<file path="src/onewire_bus_master_defines.svh">
// Assertion macros shared by the one-wire bus master RTL.
// Needs clk and rst_n in the scope of each use.
`ifndef ONEWIRE_BUS_MASTER_DEFINES_SVH
`define ONEWIRE_BUS_MASTER_DEFINES_SVH

// Check an expression on every clock edge out of reset.
`define OWBM_ASSERT_ALWAYS(label, expr) \
    label: assert property (@(posedge clk) disable iff (!rst_n) (expr)) \
        else $error("owbm: invariant violated");

// Check a consequence in the same cycle.
`define OWBM_ASSERT_IMPL(label, ante, cons) \
    label: assert property (@(posedge clk) disable iff (!rst_n) (ante) |-> (cons)) \
        else $error("owbm: same-cycle check failed");

// Check a consequence in the following cycle.
`define OWBM_ASSERT_NEXT(label, ante, cons) \
    label: assert property (@(posedge clk) disable iff (!rst_n) (ante) |=> (cons)) \
        else $error("owbm: next-cycle check failed");

`endif

</file>
<file path="src/owbm_pkg.sv">
// Types and constants of the one-wire bus master.
// No dependencies; used by owbm_seq and onewire_bus_master.
package owbm_pkg;

    localparam int CFG_W    = 10;
    localparam int BYTE_W   = 8;
    localparam int CMD_W    = 3;
    localparam int CFG_IDX_W = 3;

    localparam logic [3:0] BITS_PER_BYTE = 4'd8;

    // Command codes
    localparam logic [CMD_W-1:0] CMD_RESET      = 3'd0;
    localparam logic [CMD_W-1:0] CMD_WRITE_BIT  = 3'd1;
    localparam logic [CMD_W-1:0] CMD_READ_BIT   = 3'd2;
    localparam logic [CMD_W-1:0] CMD_WRITE_BYTE = 3'd3;
    localparam logic [CMD_W-1:0] CMD_READ_BYTE  = 3'd4;

    // Configuration register indexes
    localparam logic [CFG_IDX_W-1:0] CFG_RESET_LOW     = 3'd0;
    localparam logic [CFG_IDX_W-1:0] CFG_PRESENCE_WAIT = 3'd1;
    localparam logic [CFG_IDX_W-1:0] CFG_RESET_TAIL    = 3'd2;
    localparam logic [CFG_IDX_W-1:0] CFG_SLOT          = 3'd3;
    localparam logic [CFG_IDX_W-1:0] CFG_WRITE_ONE_LOW = 3'd4;
    localparam logic [CFG_IDX_W-1:0] CFG_RECOVERY      = 3'd5;
    localparam logic [CFG_IDX_W-1:0] CFG_READ_LOW      = 3'd6;
    localparam logic [CFG_IDX_W-1:0] CFG_READ_SAMPLE   = 3'd7;

    typedef enum logic [3:0] {
        PH_IDLE     = 4'd0,
        PH_RST_LOW  = 4'd1,
        PH_RST_WAIT = 4'd2,
        PH_RST_TAIL = 4'd3,
        PH_WR_LOW   = 4'd4,
        PH_WR_HIGH  = 4'd5,
        PH_WR_REC   = 4'd6,
        PH_RD_LOW   = 4'd7,
        PH_RD_WAIT  = 4'd8,
        PH_RD_TAIL  = 4'd9
    } phase_t;

    typedef struct packed {
        logic [CFG_W-1:0] reset_low_us;
        logic [CFG_W-1:0] presence_wait_us;
        logic [CFG_W-1:0] reset_tail_us;
        logic [CFG_W-1:0] slot_us;
        logic [CFG_W-1:0] write_one_low_us;
        logic [CFG_W-1:0] recovery_us;
        logic [CFG_W-1:0] read_low_us;
        logic [CFG_W-1:0] read_sample_us;
    } cfg_t;

    typedef struct packed {
        logic              tick;
        logic              line_level;
        logic              cmd_valid;
        logic [CMD_W-1:0]  command;
        logic [BYTE_W-1:0] write_data;
    } item_t;

    typedef struct packed {
        logic              drive_low;
        logic              busy_res;
        logic              done_res;
        logic              presence;
        logic [BYTE_W-1:0] read_data;
    } result_t;

endpackage

</file>
<file path="src/owbm_seq.sv">
// Bus timing sequencer: phase state, delay counter, bit shifter.
// Depends on owbm_pkg and onewire_bus_master_defines.svh.
`include "onewire_bus_master_defines.svh"

module owbm_seq #(
    parameter int TIMER_BITS = 10
) (
    input  logic              clk,
    input  logic              rst_n,
    input  logic              accept,
    input  owbm_pkg::item_t   item,
    input  owbm_pkg::cfg_t    cfg,
    output owbm_pkg::result_t result
);

    localparam int LW = (TIMER_BITS > owbm_pkg::CFG_W) ? TIMER_BITS : owbm_pkg::CFG_W;
    localparam logic [LW-1:0] CNT_MAX = LW'({TIMER_BITS{1'b1}});

    owbm_pkg::phase_t                  phase_reg, phase_next;
    logic [TIMER_BITS-1:0]             cnt_reg, cnt_next;
    logic [3:0]                        bit_index_reg, bit_index_next;
    logic [owbm_pkg::BYTE_W-1:0]       shift_reg, shift_next;
    logic [owbm_pkg::CMD_W-1:0]        active_cmd_reg, active_cmd_next;
    logic                              presence_reg, presence_next;
    logic                              done;

    logic                              cur_bit;
    logic [owbm_pkg::CFG_W-1:0]        len_raw;
    logic [LW-1:0]                     len_wide;
    logic [TIMER_BITS-1:0]             len;
    logic [TIMER_BITS-1:0]             cnt_after;
    logic                              phase_end;
    logic [3:0]                        bit_inc;
    logic [3:0]                        bits_needed;

    function automatic logic [owbm_pkg::CFG_W-1:0] sat_sub(
        input logic [owbm_pkg::CFG_W-1:0] a,
        input logic [owbm_pkg::CFG_W-1:0] b
    );
        return (a > b) ? a - b : '0;
    endfunction

    // Pick the length of the current phase and clip it to the counter
    always_comb
    begin
        cur_bit = shift_reg[bit_index_reg[2:0]];
        case (phase_reg)
            owbm_pkg::PH_RST_LOW:  len_raw = cfg.reset_low_us;
            owbm_pkg::PH_RST_WAIT: len_raw = cfg.presence_wait_us;
            owbm_pkg::PH_RST_TAIL: len_raw = cfg.reset_tail_us;
            owbm_pkg::PH_WR_LOW:   len_raw = cur_bit ? cfg.write_one_low_us : cfg.slot_us;
            owbm_pkg::PH_WR_HIGH:  len_raw = sat_sub(cfg.slot_us, cfg.write_one_low_us);
            owbm_pkg::PH_WR_REC:   len_raw = cfg.recovery_us;
            owbm_pkg::PH_RD_LOW:   len_raw = cfg.read_low_us;
            owbm_pkg::PH_RD_WAIT:  len_raw = cfg.read_sample_us;
            owbm_pkg::PH_RD_TAIL:  len_raw = sat_sub(cfg.slot_us, cfg.read_sample_us);
            default:               len_raw = '0;
        endcase
        len_wide = LW'(len_raw);
        len = (len_wide > CNT_MAX) ? CNT_MAX[TIMER_BITS-1:0] : len_wide[TIMER_BITS-1:0];
    end

    // Advance the delay counter and detect the end of the phase
    always_comb
    begin
        cnt_after = (item.tick && (cnt_reg < len)) ? cnt_reg + TIMER_BITS'(1) : cnt_reg;
        phase_end = (cnt_after >= len);
        bit_inc = bit_index_reg + 4'd1;
        bits_needed = ((active_cmd_reg == owbm_pkg::CMD_WRITE_BYTE) ||
                       (active_cmd_reg == owbm_pkg::CMD_READ_BYTE)) ?
                      owbm_pkg::BITS_PER_BYTE : 4'd1;
    end

    // Next state
    always_comb
    begin
        phase_next      = phase_reg;
        cnt_next        = cnt_reg;
        bit_index_next  = bit_index_reg;
        shift_next      = shift_reg;
        active_cmd_next = active_cmd_reg;
        presence_next   = presence_reg;
        done            = 1'b0;
        if (phase_reg == owbm_pkg::PH_IDLE)
        begin
            if (item.cmd_valid &&
                (item.command inside {[owbm_pkg::CMD_RESET:owbm_pkg::CMD_READ_BYTE]}))
            begin
                active_cmd_next = item.command;
                cnt_next        = '0;
                bit_index_next  = '0;
                case (item.command)
                    owbm_pkg::CMD_RESET:
                        phase_next = owbm_pkg::PH_RST_LOW;
                    owbm_pkg::CMD_WRITE_BIT:
                    begin
                        shift_next = {{(owbm_pkg::BYTE_W-1){1'b0}}, item.write_data[0]};
                        phase_next = owbm_pkg::PH_WR_LOW;
                    end
                    owbm_pkg::CMD_WRITE_BYTE:
                    begin
                        shift_next = item.write_data;
                        phase_next = owbm_pkg::PH_WR_LOW;
                    end
                    default:
                    begin
                        shift_next = '0;
                        phase_next = owbm_pkg::PH_RD_LOW;
                    end
                endcase
            end
        end
        else
        begin
            cnt_next = cnt_after;
            if (phase_end)
            begin
                cnt_next = '0;
                case (phase_reg)
                    owbm_pkg::PH_RST_LOW:
                        phase_next = owbm_pkg::PH_RST_WAIT;
                    owbm_pkg::PH_RST_WAIT:
                    begin
                        presence_next = ~item.line_level;
                        phase_next    = owbm_pkg::PH_RST_TAIL;
                    end
                    owbm_pkg::PH_WR_LOW:
                        phase_next = cur_bit ? owbm_pkg::PH_WR_HIGH : owbm_pkg::PH_WR_REC;
                    owbm_pkg::PH_WR_HIGH:
                        phase_next = owbm_pkg::PH_WR_REC;
                    owbm_pkg::PH_RD_LOW:
                        phase_next = owbm_pkg::PH_RD_WAIT;
                    owbm_pkg::PH_RD_WAIT:
                    begin
                        if (item.line_level)
                            shift_next = shift_reg |
                                (owbm_pkg::BYTE_W'(1) << bit_index_reg[2:0]);
                        phase_next = owbm_pkg::PH_RD_TAIL;
                    end
                    owbm_pkg::PH_WR_REC, owbm_pkg::PH_RD_TAIL:
                    begin
                        bit_index_next = bit_inc;
                        if (bit_inc >= bits_needed)
                        begin
                            phase_next = owbm_pkg::PH_IDLE;
                            done       = 1'b1;
                        end
                        else if (phase_reg == owbm_pkg::PH_WR_REC)
                            phase_next = owbm_pkg::PH_WR_LOW;
                        else
                            phase_next = owbm_pkg::PH_RD_LOW;
                    end
                    default:
                    begin
                        // reset tail ends the command
                        phase_next = owbm_pkg::PH_IDLE;
                        done       = 1'b1;
                    end
                endcase
            end
        end
    end

    // Result word from the updated state
    always_comb
    begin
        result.drive_low = (phase_next == owbm_pkg::PH_RST_LOW) ||
                           (phase_next == owbm_pkg::PH_WR_LOW) ||
                           (phase_next == owbm_pkg::PH_RD_LOW);
        result.busy_res  = (phase_next != owbm_pkg::PH_IDLE);
        result.done_res  = done;
        result.presence  = presence_next;
        result.read_data = ((active_cmd_next == owbm_pkg::CMD_READ_BIT) ||
                            (active_cmd_next == owbm_pkg::CMD_READ_BYTE)) ? shift_next : '0;
    end

    // Hold state between accepted words
    always_ff @(posedge clk or negedge rst_n)
    begin
        if (!rst_n)
        begin
            phase_reg      <= owbm_pkg::PH_IDLE;
            cnt_reg        <= '0;
            bit_index_reg  <= '0;
            shift_reg      <= '0;
            active_cmd_reg <= owbm_pkg::CMD_RESET;
            presence_reg   <= 1'b0;
        end
        else if (accept)
        begin
            phase_reg      <= phase_next;
            cnt_reg        <= cnt_next;
            bit_index_reg  <= bit_index_next;
            shift_reg      <= shift_next;
            active_cmd_reg <= active_cmd_next;
            presence_reg   <= presence_next;
        end
    end

    `OWBM_ASSERT_IMPL(a_idle_cnt_clear, phase_reg == owbm_pkg::PH_IDLE, cnt_reg == '0)
    `OWBM_ASSERT_ALWAYS(a_bit_index_range, bit_index_reg <= owbm_pkg::BITS_PER_BYTE)
    `OWBM_ASSERT_IMPL(a_cnt_within_len, phase_reg != owbm_pkg::PH_IDLE, cnt_reg <= len)

endmodule

</file>
<file path="src/onewire_bus_master.sv">
// One-wire bus master top level: configuration registers, sequencer, output buffer.
// Depends on owbm_pkg, owbm_seq and onewire_bus_master_defines.svh.
//
//  channel   direction  handshake                 word
//  item      in         item_valid / item_stall   owbm_pkg::item_t
//  result    out        result_valid / result_stall owbm_pkg::result_t
//  cfg       in         cfg_valid / cfg_ready     cfg_index (3 b), cfg_data (10 b)
//
// One item per cycle unless item_stall holds it; each item gives one result word.
// The sequencer updates its state in the accepting cycle; a two-word output buffer
// (result register plus skid register) keeps input flowing while a result waits.
// item_stall rises only when both output words are held by result_stall.
// rst_n is asynchronous: configuration returns to its defaults, sequencer goes idle.
`include "onewire_bus_master_defines.svh"

module onewire_bus_master #(
    parameter int TIMER_BITS = 10
) (
    input  logic                               clk,
    input  logic                               rst_n,
    input  logic                               item_valid,
    output logic                               item_stall,
    input  owbm_pkg::item_t                    item,
    output logic                               result_valid,
    input  logic                               result_stall,
    output owbm_pkg::result_t                  result,
    input  logic                               cfg_valid,
    output logic                               cfg_ready,
    input  logic [owbm_pkg::CFG_IDX_W-1:0]     cfg_index,
    input  logic [owbm_pkg::CFG_W-1:0]         cfg_data
);

    owbm_pkg::cfg_t     cfg_reg, cfg_next;
    owbm_pkg::result_t  seq_result;
    owbm_pkg::result_t  out_word_reg, out_word_next;
    owbm_pkg::result_t  skid_word_reg, skid_word_next;
    logic               out_valid_reg, out_valid_next;
    logic               skid_valid_reg, skid_valid_next;
    logic               accept;
    logic               take;

    assign cfg_ready    = 1'b1;
    assign item_stall   = skid_valid_reg;
    assign accept       = item_valid && !skid_valid_reg;
    assign take         = out_valid_reg && !result_stall;
    assign result_valid = out_valid_reg;
    assign result       = out_word_reg;

    // Decode configuration writes
    always_comb
    begin
        cfg_next = cfg_reg;
        if (cfg_valid && cfg_ready)
        begin
            case (cfg_index)
                owbm_pkg::CFG_RESET_LOW:     cfg_next.reset_low_us     = cfg_data;
                owbm_pkg::CFG_PRESENCE_WAIT: cfg_next.presence_wait_us = cfg_data;
                owbm_pkg::CFG_RESET_TAIL:    cfg_next.reset_tail_us    = cfg_data;
                owbm_pkg::CFG_SLOT:          cfg_next.slot_us          = cfg_data;
                owbm_pkg::CFG_WRITE_ONE_LOW: cfg_next.write_one_low_us = cfg_data;
                owbm_pkg::CFG_RECOVERY:      cfg_next.recovery_us      = cfg_data;
                owbm_pkg::CFG_READ_LOW:      cfg_next.read_low_us      = cfg_data;
                owbm_pkg::CFG_READ_SAMPLE:   cfg_next.read_sample_us   = cfg_data;
                default:                     cfg_next = cfg_reg;
            endcase
        end
    end

    always_ff @(posedge clk or negedge rst_n)
    begin
        if (!rst_n)
        begin
            cfg_reg.reset_low_us     <= 10'd480;
            cfg_reg.presence_wait_us <= 10'd100;
            cfg_reg.reset_tail_us    <= 10'd380;
            cfg_reg.slot_us          <= 10'd60;
            cfg_reg.write_one_low_us <= 10'd5;
            cfg_reg.recovery_us      <= 10'd2;
            cfg_reg.read_low_us      <= 10'd2;
            cfg_reg.read_sample_us   <= 10'd5;
        end
        else
        begin
            cfg_reg <= cfg_next;
        end
    end

    owbm_seq #(
        .TIMER_BITS (TIMER_BITS)
    ) u_seq (
        .clk    (clk),
        .rst_n  (rst_n),
        .accept (accept),
        .item   (item),
        .cfg    (cfg_reg),
        .result (seq_result)
    );

    // Steer the new result word into the output or skid register
    always_comb
    begin
        out_valid_next  = out_valid_reg;
        out_word_next   = out_word_reg;
        skid_valid_next = skid_valid_reg;
        skid_word_next  = skid_word_reg;
        if (take)
        begin
            if (skid_valid_reg)
            begin
                out_word_next   = skid_word_reg;
                skid_valid_next = 1'b0;
            end
            else if (accept)
                out_word_next = seq_result;
            else
                out_valid_next = 1'b0;
        end
        else if (accept)
        begin
            if (!out_valid_reg)
            begin
                out_word_next  = seq_result;
                out_valid_next = 1'b1;
            end
            else
            begin
                skid_word_next  = seq_result;
                skid_valid_next = 1'b1;
            end
        end
    end

    always_ff @(posedge clk or negedge rst_n)
    begin
        if (!rst_n)
        begin
            out_valid_reg  <= 1'b0;
            skid_valid_reg <= 1'b0;
        end
        else
        begin
            out_valid_reg  <= out_valid_next;
            skid_valid_reg <= skid_valid_next;
        end
    end

    // Payload registers carry no reset
    always_ff @(posedge clk)
    begin
        out_word_reg  <= out_word_next;
        skid_word_reg <= skid_word_next;
    end

    `OWBM_ASSERT_IMPL(a_skid_needs_out, skid_valid_reg, out_valid_reg)
    `OWBM_ASSERT_NEXT(a_stalled_word_kept, out_valid_reg && result_stall, out_valid_reg)
    `OWBM_ASSERT_NEXT(a_overflow_to_skid, accept && out_valid_reg && result_stall, skid_valid_reg)

endmodule

</file>
<file path="config.mk">
export PLATFORM = sky130hd
export DESIGN_NAME = onewire_bus_master
export DESIGN_NICKNAME = d
export VERILOG_FILES = /design/src/owbm_pkg.sv /design/src/owbm_seq.sv /design/src/onewire_bus_master.sv
export VERILOG_INCLUDE_DIRS = /design/src /design/src/src
export SDC_FILE = /design/constraint.sdc
export NUM_CORES = 1
export LEC_CHECK = 0
export ABC_CLOCK_PERIOD_IN_PS = 14050
export BUFFER_PORTS_ARGS = -buffer_cell sky130_fd_sc_hd__buf_2
export CAP_MARGIN = 5
export CORE_MARGIN = 2
export CORE_UTILIZATION = 60
export DETAILED_ROUTE_END_ITERATION = 10
export GPL_ROUTABILITY_DRIVEN = 0
export GPL_TIMING_DRIVEN = 1
export PLACE_DENSITY = 0.83
export SLEW_MARGIN = 5
export SYNTH_ARGS = -nofsm -noshare
export SYNTH_HDL_FRONTEND = slang
export SYNTH_SLANG_ARGS = --single-unit
</file>
<file path="constraint.sdc">
create_clock -name clk -period 14.05 [get_ports clk]
set_input_delay 2.81 -clock clk [delete_from_list [all_inputs] [get_ports clk]]
set_output_delay 2.81 -clock clk [all_outputs]
set_load 0.01 [all_outputs]
</file>
## After elaboration in Yosys (flattened, before gate mapping)

Index checks and enable logic that the tools add are counted.
Widths: inputs -> output; s select.

- Bits of input ports: 32
- Word-level logic and storage cells: 161
- Bits in registers: 136

- Add/subtract/negate cells: 4
- Shift operators: 1
- Reductions and logical operators: 37
- Muxes and demuxes: 52
- Equality and inequality tests: 29
- Bitwise logic cells: 3
- Magnitude comparators: 9

Operator list:

| cell | number |
|---|---|
| $pmux 10 s9 | 1 |
| $mux 10 | 8 |
| $mux 12 | 5 |
| $mux 8 | 6 |
| $mux 4 | 9 |
| $pmux 4 s7 | 1 |
| $eq 4x3->1 const B | 6 |
| $pmux 8 s3 | 1 |
| $gt 10x10->1 | 2 |
| $reduce_and 2->1 | 10 |
| $sub 10x10->10 | 2 |
| $eq 3x3->1 const B | 6 |
| $eq 3x2->1 const B | 5 |
| $mux 1 | 14 |
| $add 10x1->10 const B | 1 |
| $ge 10x10->1 | 1 |
| $gt 10x10->1 const B | 1 |
| $lt 10x10->1 | 1 |
| $reduce_bool 2->1 | 5 |
| $reduce_and 3->1 | 3 |
| $eq 4x1->1 const B | 2 |
| $eq 4x2->1 const B | 2 |
| $eq 4x4->1 const B | 2 |
| $or 8x8->8 | 1 |
| 24 further kinds | 40 |

## Longest topological paths before layout

- Word-level depth: 18
- Gate-level depth with buffers: 36
- Mapped depth without buffers: 35

## Modules after synthesis

Synthesis repeated with hierarchy kept, for this count alone.

- Cells, all modules: 828
- Area, all modules: 8916.1 um^2

By module, submodules not included:

| module | area each (um^2) | seq. area each (um^2) | instances | cells an instance |
|---|---|---|---|---|
| owbm_seq | 4715.8 | 750.7 | 1 | 600 |
| onewire_bus_master | 4200.3 | 2801.4 | 1 | 228 |

## Worst setup path before layout

No wires, ideal clock.

- Path kind: flip-flop to flip-flop
- Start: reg cfg_reg[41] in the netlist's numbering
- End: reg out_word_reg, in the netlist result[11] (data pin)
- Setup slack: 7.203 ns
- Path buffers: 1
- Arrival time: 6.575 ns
- Data required time: 13.778 ns
- Stages on the path, launching flop included: 32
- Period minus slack after synthesis: 6.847 ns
- Path through: dfrtp_1 ha_1 nor2b_1 o21ai_0 a21boi_0 o21ai_0 nand2b_1 a21o_1 a21o_1 a21o_1 a21oi_1 xnor2_1 a221oi_1 ha_1 and4_1 nand2_1 nand2_1 or3_1 a31oi_4 mux2_2 ha_1 a21o_1 a21o_1 a21oi_1 o31ai_1 a221o_1 o21a_4 nor2_1 buf_2 mux2i_1 mux2i_1 o31ai_1

RTL lines:

| what | line | source |
|---|---|---|
| start: declaration | onewire_bus_master.sv:33 | `owbm_pkg::cfg_t cfg_reg, cfg_next;` |
| start signal: assignment | onewire_bus_master.sv:84 | `cfg_reg <= cfg_next;` |
| end signal: assignment | onewire_bus_master.sv:150 | `out_word_reg <= out_word_next;` |
| end: declaration | onewire_bus_master.sv:35 | `owbm_pkg::result_t out_word_reg, out_word_next;` |

==> results.cfg <==
[run_status]
status = finished clean

[worst_setup_path]
path_delay_family = compound AO/OA/AOI/OAI gates
end_kind = flip-flop
reg2reg_depth = 30
cpMostUsedCell = a21o_1
start_kind = flip-flop
critPathKind = reg -> reg
crit_path_max_incr_delay_ns = 0.62
cp.depth = 30
path_max_fanout = 11
crit_buf_inv = 0
arrival_ns = 8.04
cpMaxStageDelayCell = nor2_1
crit_required_ns = 14.21

[yosys]
seq_area_frac_synth = 0.412
syn_inst = 827
yosysWarnings = 0
postSynthNetCount = 908
ys_types = 88
syn_area_per_cell_um2 = 10.4
async_reset_ff_frac = 0.824
synth_seq_cells = 136
synth_ff_type = dfrtp_1
synth_area_um2 = 8620
synth_edf_count = 24

[global_routing]
grt_pass1_wl_um = 33400
gr-total-overflow = 0
grt_max_degree = 65
grt_pass1_vias = 6510
grt_use_total = 0.286
antenna_found_initial = 0

[floorplan]
core_um2 = 13900
die_h_um = 124
initial_core_util = 0.618
die_x_um = 124
placementRows = 43
dieArea_um2 = 15300
io_pins = 47

[cts]
cts_resized = 0
clk_pin_slew_ns = 0.06
holdBufCountCts = 0
cts_num_sinks = 136
root_buffer = clkbuf_16
cts-buffers-inserted = 17
cts_buffer_depth = 2
htreeDepth = 4
clk-insertion-delay-late_ns = 0.43
cts_tree = yes
post_cts_buffers = 0

[power]
p_leak_nw = 4.11
clock_power_share = 0.211
power_frac_seq = 0.294
vdd_drop_max_uv = 109
p_int_mw = 1.28
switching_share = 0.414
p_sw_uw = 905
power.density_nw_per_um2 = 227
pwr-share-comb = 0.495

[sta]
period_minus_slack_ns = 7.89
hold_viol = 0
setup_viol = 0
fin_skew_ns = 0.00922
drv_slew = 0
min_period_over_period = 0.561
hold_ws_ns = 0.498
fin_setup_tns_ns = 0
fmax_mhz = 127
grt_setup_unrepaired = false
worst_pin_slew_ns = 0.994
max_slew_margin = 0.333

[layout]
post_route_cells_drive_above_1_share = 0.246
ff_latch_area_um2 = 3550
finalNetCount = 951
largest_reg_flops = 80
final_common_cell = dfrtp_1
fillers = 994
num_antenna_cells = 0
area_delta_synth_final_pct = 11.7
layout_common_cells = dfrtp_1 (89), mux2_2 (82), nor2_1 (56), nand2_1 (49), o21ai_0 (48)
multi_input_area_um2 = 4750

[min_path]
hold_depth = 2
hold_class = reg -> reg

[job]
max_cap_viol_count = 0

[routing]
drc_errors = 0
via_count = 6907
vias_per_cell = 6.50
dr.pass1.iters = 7
drt-total-wl_um = 21000
antenna_left = 0
drt_iter0_drc = 647
wire_per_inst_um = 19.7

[placed_design]
io_buffer_count = 45
dp_hpwl_um = 14700
==> worst paths after layout <==
| path | startpoint | endpoint | slack [ns] |
|---|---|---|---|
| min reg2reg | u_seq.presence_reg | u_seq.presence_reg | 0.50 |
| min | u_seq.presence_reg | u_seq.presence_reg | 0.50 |
| min in group asynchronous | rst_n | cfg_reg[59] | 2.39 |
| max in group asynchronous | rst_n | u_seq.shift_reg[3] | 10.38 |
| max reg2reg | cfg_reg[41] | result[11] | 6.16 |
| max | cfg_reg[41] | result[11] | 6.16 |
==> synthesized netlist by cell type, types with 4 or more instances <==
cell	count	area [um2]
xor2_1	13	114
mux2i_1	19	190
dfrtp_1	89	2230
nand4b_1	4	35.0
nand4_1	7	43.8
nor2_1	56	210
nand2b_1	8	50.1
a21o_1	18	135
nand3_1	16	80.1
mux2_2	82	923
xnor2_1	11	96.3
dfstp_2	23	604
nand2_1	49	184
nor2b_1	11	68.8
nand3b_1	4	30.0
a22oi_1	12	90.1
ha_1	47	588
and2_1	6	37.5
clkbuf_1	21	78.8
inv_1	45	169
o211ai_1	6	45.0
a21boi_0	4	30.0
edfxtp_1	24	721
a21oi_1	45	225
a221oi_1	13	114
o22ai_1	7	43.8
or3_1	7	43.8
a31oi_1	10	62.6
and3_1	8	50.1
o21ai_0	48	240
nor3_1	12	60.1
buf_2	4	20.0
o31ai_1	13	97.6
==> per-layer routing <==
layer	part of all wire	vias to the layer above	wire length (um)	GRT usage
li1	-	3172	-	-
met3	0.078	51	1640	0.0742
met2	0.46	311	9660	0.435
met1	0.44	3373	9180	0.398
met4	0.022	0	467	0.0980
met5	0	-	0	0
==> logic make-up (layout without fill, tap and decap cells) <==
kind of cell	Yosys count	in the layout	synth area share
buffers and inverters	79	135	0.0385
and+or+nand+nor	208	208	0.127
DFF	136	136	0.412
AOI/OAI and AO/OA	226	226	0.189
xor gates and xnor gates	24	24	0.0244
muxes	104	104	0.135
other	1	1	0.000435
adders and majority gates	49	49	0.0729
==> cell type report <==
| type | instances | share of cell area |
|---|---|---|
| clock inverter | 7 | 0.0125 |
| sequential | 136 | 0.369 |
| multi-input combinational | 612 | 0.494 |
| timing repair buffer | 57 | 0.0330 |
| clock buffer | 25 | 0.0506 |
| tap | 180 | 0.0234 |
| inverter | 46 | 0.0179 |
==> power groups by stage <==
stage	Sequential, mW	Clock, mW	Combinational [mW]
finish	0.643	0.460	1.08
global route	0.656	0.480	1.18
CTS	0.640	0.464	1.06
detailed placement	0.643	0	1.04
global placement	0.638	0	1.01
floorplan	0.613	0	0.824
==> metrics by stage <==
step / std cells / util / worst slack, ns / instance area (um2) / total power, mW
floorplan: 827 / - / 7.20 / 8620 / 1.44
global placement: 1031 / 0.647 / 6.55 / 9020 / 1.65
detailed placement: 1031 / 0.647 / 6.34 / 9020 / 1.69
CTS: 1063 / 0.691 / 6.26 / 9620 / 2.17
global route: 1063 / 0.691 / 5.65 / 9620 / 2.32
finish: 1063 / 0.691 / 6.16 / 9620 / 2.19
==> worst reg2reg max path: cells and delay by family, from the launching register on <==
family | cells | cell delay (ns)
XOR/XNOR | 1 | 0.09
AO/OA/AOI/OAI | 16 | 3.44
adder cells (fa/ha/maj) | 3 | 0.93
multiplexers | 3 | 1.08
AND/OR/NAND/NOR | 7 | 1.60
flip-flops | 1 | 0.47
No activity file was read; power rests on OpenSTA's default activity.
